===== src/sv/scc_pkg.sv =====
package scc_pkg;

  // fixed field widths
  localparam int VIDX_W           = 6;
  localparam int VCNT_W           = 7;
  localparam int MAX_VERTICES_DEF = 64;
  localparam logic [VCNT_W-1:0] VCNT_RESET = 7'd64;

  // controller to datapath
  typedef struct packed {
    logic latch;      // capture an input beat
    logic edge_rd;    // read rows for an edge update
    logic edge_wr;    // write rows for an edge update
    logic scan_init;  // first pass setup
    logic v_inc;      // advance vertex scan
    logic root_v;     // open a walk at the scanned vertex
    logic p2_init;    // second pass setup
    logic fin_rd;     // fetch next finisher, newest first
    logic root_s;     // open a walk at the fetched finisher
    logic pass2;      // walk uses transposed rows
    logic push;       // descend into lowest unvisited neighbor
    logic pop;        // retire the stack top
    logic top_ld;     // reload stack top from stack memory
    logic comp_inc;   // next component number
    logic out_init;   // result scan setup
    logic out_rd;     // fetch one result
    logic clear;      // drop the whole matrix
  } scc_cmd_t;

  // datapath to controller
  typedef struct packed {
    logic v_done;
    logic v_vis;
    logic can_push;
    logic depth_one;
    logic i_zero;
    logic s_vis;
    logic out_last;
    logic last;
  } scc_sts_t;

endpackage


===== src/sv/scc_ctrl.sv =====
module scc_ctrl (
  input  logic              clk_i,
  input  logic              rst_ni,
  input  logic              start,
  output logic              busy,
  input  scc_pkg::scc_sts_t sts_i,
  output scc_pkg::scc_cmd_t cmd_o
);
  import scc_pkg::*;

  typedef enum logic [3:0] {
    S_IDLE, S_EDGE_RD, S_EDGE_WR,
    S_P1_INIT, S_P1_SCAN, S_P1_RD, S_P1_EVAL, S_P1_POP,
    S_P2_INIT, S_P2_SCAN, S_P2_CHK, S_P2_RD, S_P2_EVAL, S_P2_POP,
    S_OUT, S_CLEAR
  } state_e;

  state_e state_q, state_d;

  always_comb begin
    state_d = state_q;
    cmd_o   = '0;
    case (state_q)
      S_IDLE: begin
        if (start) begin
          cmd_o.latch = 1'b1;
          state_d     = S_EDGE_RD;
        end
      end
      S_EDGE_RD: begin
        cmd_o.edge_rd = 1'b1;
        state_d       = S_EDGE_WR;
      end
      S_EDGE_WR: begin
        cmd_o.edge_wr = 1'b1;
        state_d       = sts_i.last ? S_P1_INIT : S_IDLE;
      end
      S_P1_INIT: begin
        cmd_o.scan_init = 1'b1;
        state_d         = S_P1_SCAN;
      end
      S_P1_SCAN: begin
        if (sts_i.v_done) begin
          state_d = S_P2_INIT;
        end else begin
          cmd_o.v_inc  = 1'b1;
          cmd_o.root_v = !sts_i.v_vis;
          if (!sts_i.v_vis) state_d = S_P1_RD;
        end
      end
      S_P1_RD: begin
        state_d = S_P1_EVAL;
      end
      S_P1_EVAL: begin
        if (sts_i.can_push) begin
          cmd_o.push = 1'b1;
          state_d    = S_P1_RD;
        end else begin
          cmd_o.pop = 1'b1;
          state_d   = sts_i.depth_one ? S_P1_SCAN : S_P1_POP;
        end
      end
      S_P1_POP: begin
        cmd_o.top_ld = 1'b1;
        state_d      = S_P1_RD;
      end
      S_P2_INIT: begin
        cmd_o.p2_init = 1'b1;
        state_d       = S_P2_SCAN;
      end
      S_P2_SCAN: begin
        if (sts_i.i_zero) begin
          cmd_o.out_init = 1'b1;
          state_d        = S_OUT;
        end else begin
          cmd_o.fin_rd = 1'b1;
          state_d      = S_P2_CHK;
        end
      end
      S_P2_CHK: begin
        if (sts_i.s_vis) begin
          state_d = S_P2_SCAN;
        end else begin
          cmd_o.root_s = 1'b1;
          state_d      = S_P2_RD;
        end
      end
      S_P2_RD: begin
        cmd_o.pass2 = 1'b1;
        state_d     = S_P2_EVAL;
      end
      S_P2_EVAL: begin
        cmd_o.pass2 = 1'b1;
        if (sts_i.can_push) begin
          cmd_o.push = 1'b1;
          state_d    = S_P2_RD;
        end else begin
          cmd_o.pop = 1'b1;
          if (sts_i.depth_one) begin
            cmd_o.comp_inc = 1'b1;
            state_d        = S_P2_SCAN;
          end else begin
            state_d = S_P2_POP;
          end
        end
      end
      S_P2_POP: begin
        cmd_o.top_ld = 1'b1;
        state_d      = S_P2_RD;
      end
      S_OUT: begin
        cmd_o.out_rd = 1'b1;
        if (sts_i.out_last) state_d = S_CLEAR;
      end
      S_CLEAR: begin
        cmd_o.clear = 1'b1;
        state_d     = S_IDLE;
      end
      default: state_d = S_IDLE;
    endcase
  end

  always_ff @(posedge clk_i or negedge rst_ni) begin
    if (!rst_ni) begin
      state_q <= S_IDLE;
    end else begin
      state_q <= state_d;
    end
  end

  assign busy = (state_q != S_IDLE);

endmodule


===== config.mk =====
export PLATFORM = sky130hd
export DESIGN_NAME = scc_ctrl
export DESIGN_NICKNAME = d
export VERILOG_FILES = /design/src/sv/scc_pkg.sv /design/src/sv/scc_ctrl.sv
export SDC_FILE = /design/constraint.sdc
export NUM_CORES = 1
export LEC_CHECK = 0
export BUFFER_PORTS_ARGS = -buffer_cell sky130_fd_sc_hd__buf_2
export CAP_MARGIN = 40
export CORE_AREA = 2 2 39 41
export DETAILED_ROUTE_END_ITERATION = 8
export DIE_AREA = 0 0 41 43
export PLACE_DENSITY_LB_ADDON = 0.12
export SYNTH_ARGS = -nofsm -noshare
export SYNTH_HDL_FRONTEND = slang
export SYNTH_SLANG_ARGS = --single-unit
export TNS_END_PERCENT = 20

===== constraint.sdc =====
create_clock -name clk_i -period 3.95 [get_ports clk_i]
set_input_delay 0.5925 -clock clk_i [delete_from_list [all_inputs] [get_ports clk_i]]
set_output_delay 0.5925 -clock clk_i [all_outputs]
set_load 0.02 [all_outputs]

==> impl_metrics.json <==
{
  "clockBufferDepth": 2,
  "nFillCells": 164,
  "yosysSeqAreaShare_pct": 20.00,
  "via_count": 587,
  "routedWlPerCell_um": 11.71,
  "switching_share_pct": 55.55,
  "p_seq_share_pct": 28.6,
  "yosys_most_used_dff": "dfrtp_1",
  "utilization_pct": 47.11,
  "cts_htree_levels": 1,
  "antenna_found_initial": 0,
  "drive_gt1_share_pct": 35.71,
  "rr_worst_depth": 4,
  "fin_skew_ps": 1.026,
  "finalNetCount": 111,
  "critPathLaunch": "state_q[3]",
  "cp_max_fo": 15,
  "r2r-end": "state_q[0]",
  "cts.repair.resized": 0,
  "hold_buffers": 0,
  "power.density_nw_per_um2": 793.7,
  "dr.pass1.iters": 4,
  "rows": 14,
  "initial_utilization_pct": 36.17,
  "outcome": "finished, final reports clean",
  "route.detailed.drc": 0,
  "drtIter0Drc": 20,
  "maxCapViolCount": 0,
  "setup_tns_ps": 0,
  "clockPowerShare_pct": 9.6,
  "ys_seq_elements": 4,
  "p_int_uw": 230.0,
  "finalWeightedCongestion": 0.7556,
  "grt_pass1_vias": 491,
  "required_ps": 3360,
  "relSlewSlack_pct": 63.01,
  "async_reset_ff_share_pct": 100.0,
  "antenna_cells": 0,
  "die_area_um2": 1763,
  "fin_crit_ps": 2246,
  "yosysWarnings": 0,
  "synth_edf_count": 0,
  "clkTransAtPathRegs_ps": 40,
  "drt-total-wl_mm": 1.335,
  "overflow": 0,
  "syn_to_final_growth_pct": 30.25,
  "grt_pass1_wl_mm": 2.090,
  "p_comb_share_pct": 61.7,
  "synth_top_cell_by_area": "dfrtp_1",
  "yosys-top-cells-area": "dfrtp_1, nor3_1, nand2_1",
  "synth_top_area_share_pct": 20.00,
  "period_share_pct": 56.87,
  "cts_tree": "built",
  "largest_reg_flops": 4,
  "place_inst": 111,
  "grt_usage_pct": 17.14,
  "worstSetupEndpointType": "output pin",
  "synth_fp_nets": 82,
  "max_freq_ghz": 0.4451,
  "port_buffers": 28,
  "finalSetupViolations": 0,
  "netlist_top_cells_count": "nand2_1, nor2_1, nor3_1",
  "fin_hold_ws_ps": 153.6,
  "die_h_um": 43,
  "crit_type": "reg2out",
  "cts.root.buffer_cell": "clkbuf_4",
  "coreArea_um2": 1384,
  "r2r-start": "state_q[1]",
  "dp_hpwl_mm": 1.027,
  "avgSynthCellArea_um2": 7.049,
  "regMostFlops": "state_q",
  "r2r_slack_ps": 2320,
  "cts_made_buffers": 3,
  "die_w_um": 41,
  "largestRegisters": "state_q: 4 flops",
  "crit_end": "cmd_o[11]",
  "finalHoldViolations": 0,
  "peakVddDrop_mv": 0.4204,
  "postCtsSetupBuffers": 0,
  "cts_sinks": 4,
  "ant_nets": 0,
  "worst_setup_path_start_kind": "flop",
  "final_cells": 114,
  "grt_start_max_net_pins": 17,
  "clkLatencyLatePin_ps": 230,
  "vias_per_cell": 5.149,
  "hold_class": "in2async",
  "synth_cells": 71,
  "netlist_area_um2": 500.5,
  "io_pins": 29,
  "cp.arrival_ps": 1650,
  "p_leak_nw": 0.3384,
  "slew_viol_final": 0,
  "p_sw_uw": 287.4,
  "ys_types": 29,
  "tightest_slew_ps": 554.8,
  "finalPower_uw": 517.4,
  "rsz0062_at_grt": "no"
}
## power by group through the flow
stage / combinational, mW / sequential [mW] / clock [mW]
2_1_floorplan: 0.309 / 0.0903 / 0
3_3_place_gp: 0.322 / 0.146 / 0
3_5_place_dp: 0.321 / 0.147 / 0
4_1_cts: 0.322 / 0.146 / 0.0526
5_1_grt: 0.356 / 0.158 / 0.0561
6_report: 0.319 / 0.148 / 0.0499
## per-stage QoR
| step | setup slack [ps] | instance area [µm²] |
|---|---|---|
| after floorplan | 1941 | 500.5 |
| after global placement | 1990 | 629.4 |
| after detailed placement | 1972 | 629.4 |
| after CTS | 1700 | 651.9 |
| after global routing | 1537 | 651.9 |
| final | 1704 | 651.9 |
## worst min path at each step
stage / to / depth (start not counted)
after floorplan: state_q[0] / 0
after global placement: state_q[0] / 1
after detailed placement: state_q[0] / 1
after CTS: state_q[0] / 1
after global routing: state_q[0] / 1
final: state_q[0] / 1
## per-layer routing
metal	global-route usage [%]	vias up	share of wire (%)
met3	4.712	0	6.0
met2	24.38	18	46
met4	4.000	0	0
li1	-	302	-
met1	25.08	267	48
met5	0	-	0
## critical path, cell delays in order, from the launching register on
cell and delay (ps):
dfrtp_1 540, nand2b_2 310, nor4_4 230, nor2b_1 170, buf_2 170
## layout by cell type (no fill, tap or decap), types with 2 or more instances in the layout
| cell | instances |
|---|---|
| nand2b_2 | 2 |
| nor2_1 | 10 |
| clkbuf_4 | 3 |
| buf_2 | 28 |
| mux2i_1 | 2 |
| dfrtp_1 | 4 |
| o21a_1 | 2 |
| nand2_1 | 10 |
| and3_1 | 2 |
| inv_1 | 4 |
| a21oi_1 | 3 |
| o21ai_0 | 2 |
| nor3_1 | 8 |
| nand2b_1 | 3 |
| xnor2_1 | 2 |
## area by class of cell
class | instances | area, µm² | share of cell area [%]
Clock buffer | 3 | 22.52 | 3.455
Inverter | 4 | 15.01 | 2.303
Multi-Input combinational cell | 59 | 354.1 | 54.32
Sequential cell | 4 | 100.1 | 15.36
Tap cell | 16 | 20.02 | 3.071
Timing Repair Buffer | 28 | 140.1 | 21.50
## cell families (layout without fill, tap and decap cells)
kind of cell	Yosys count	after routing	synth area share [%]
AND/OR/NAND/NOR	42	42	45.26
AO/OA/AOI/OAI	13	13	18.00
multiplexers	2	2	4.000
flip-flops	4	4	20.00
XOR/XNOR	2	2	3.501
buffers and inverters	8	35	9.247
(Power assumes the default switching activity.)
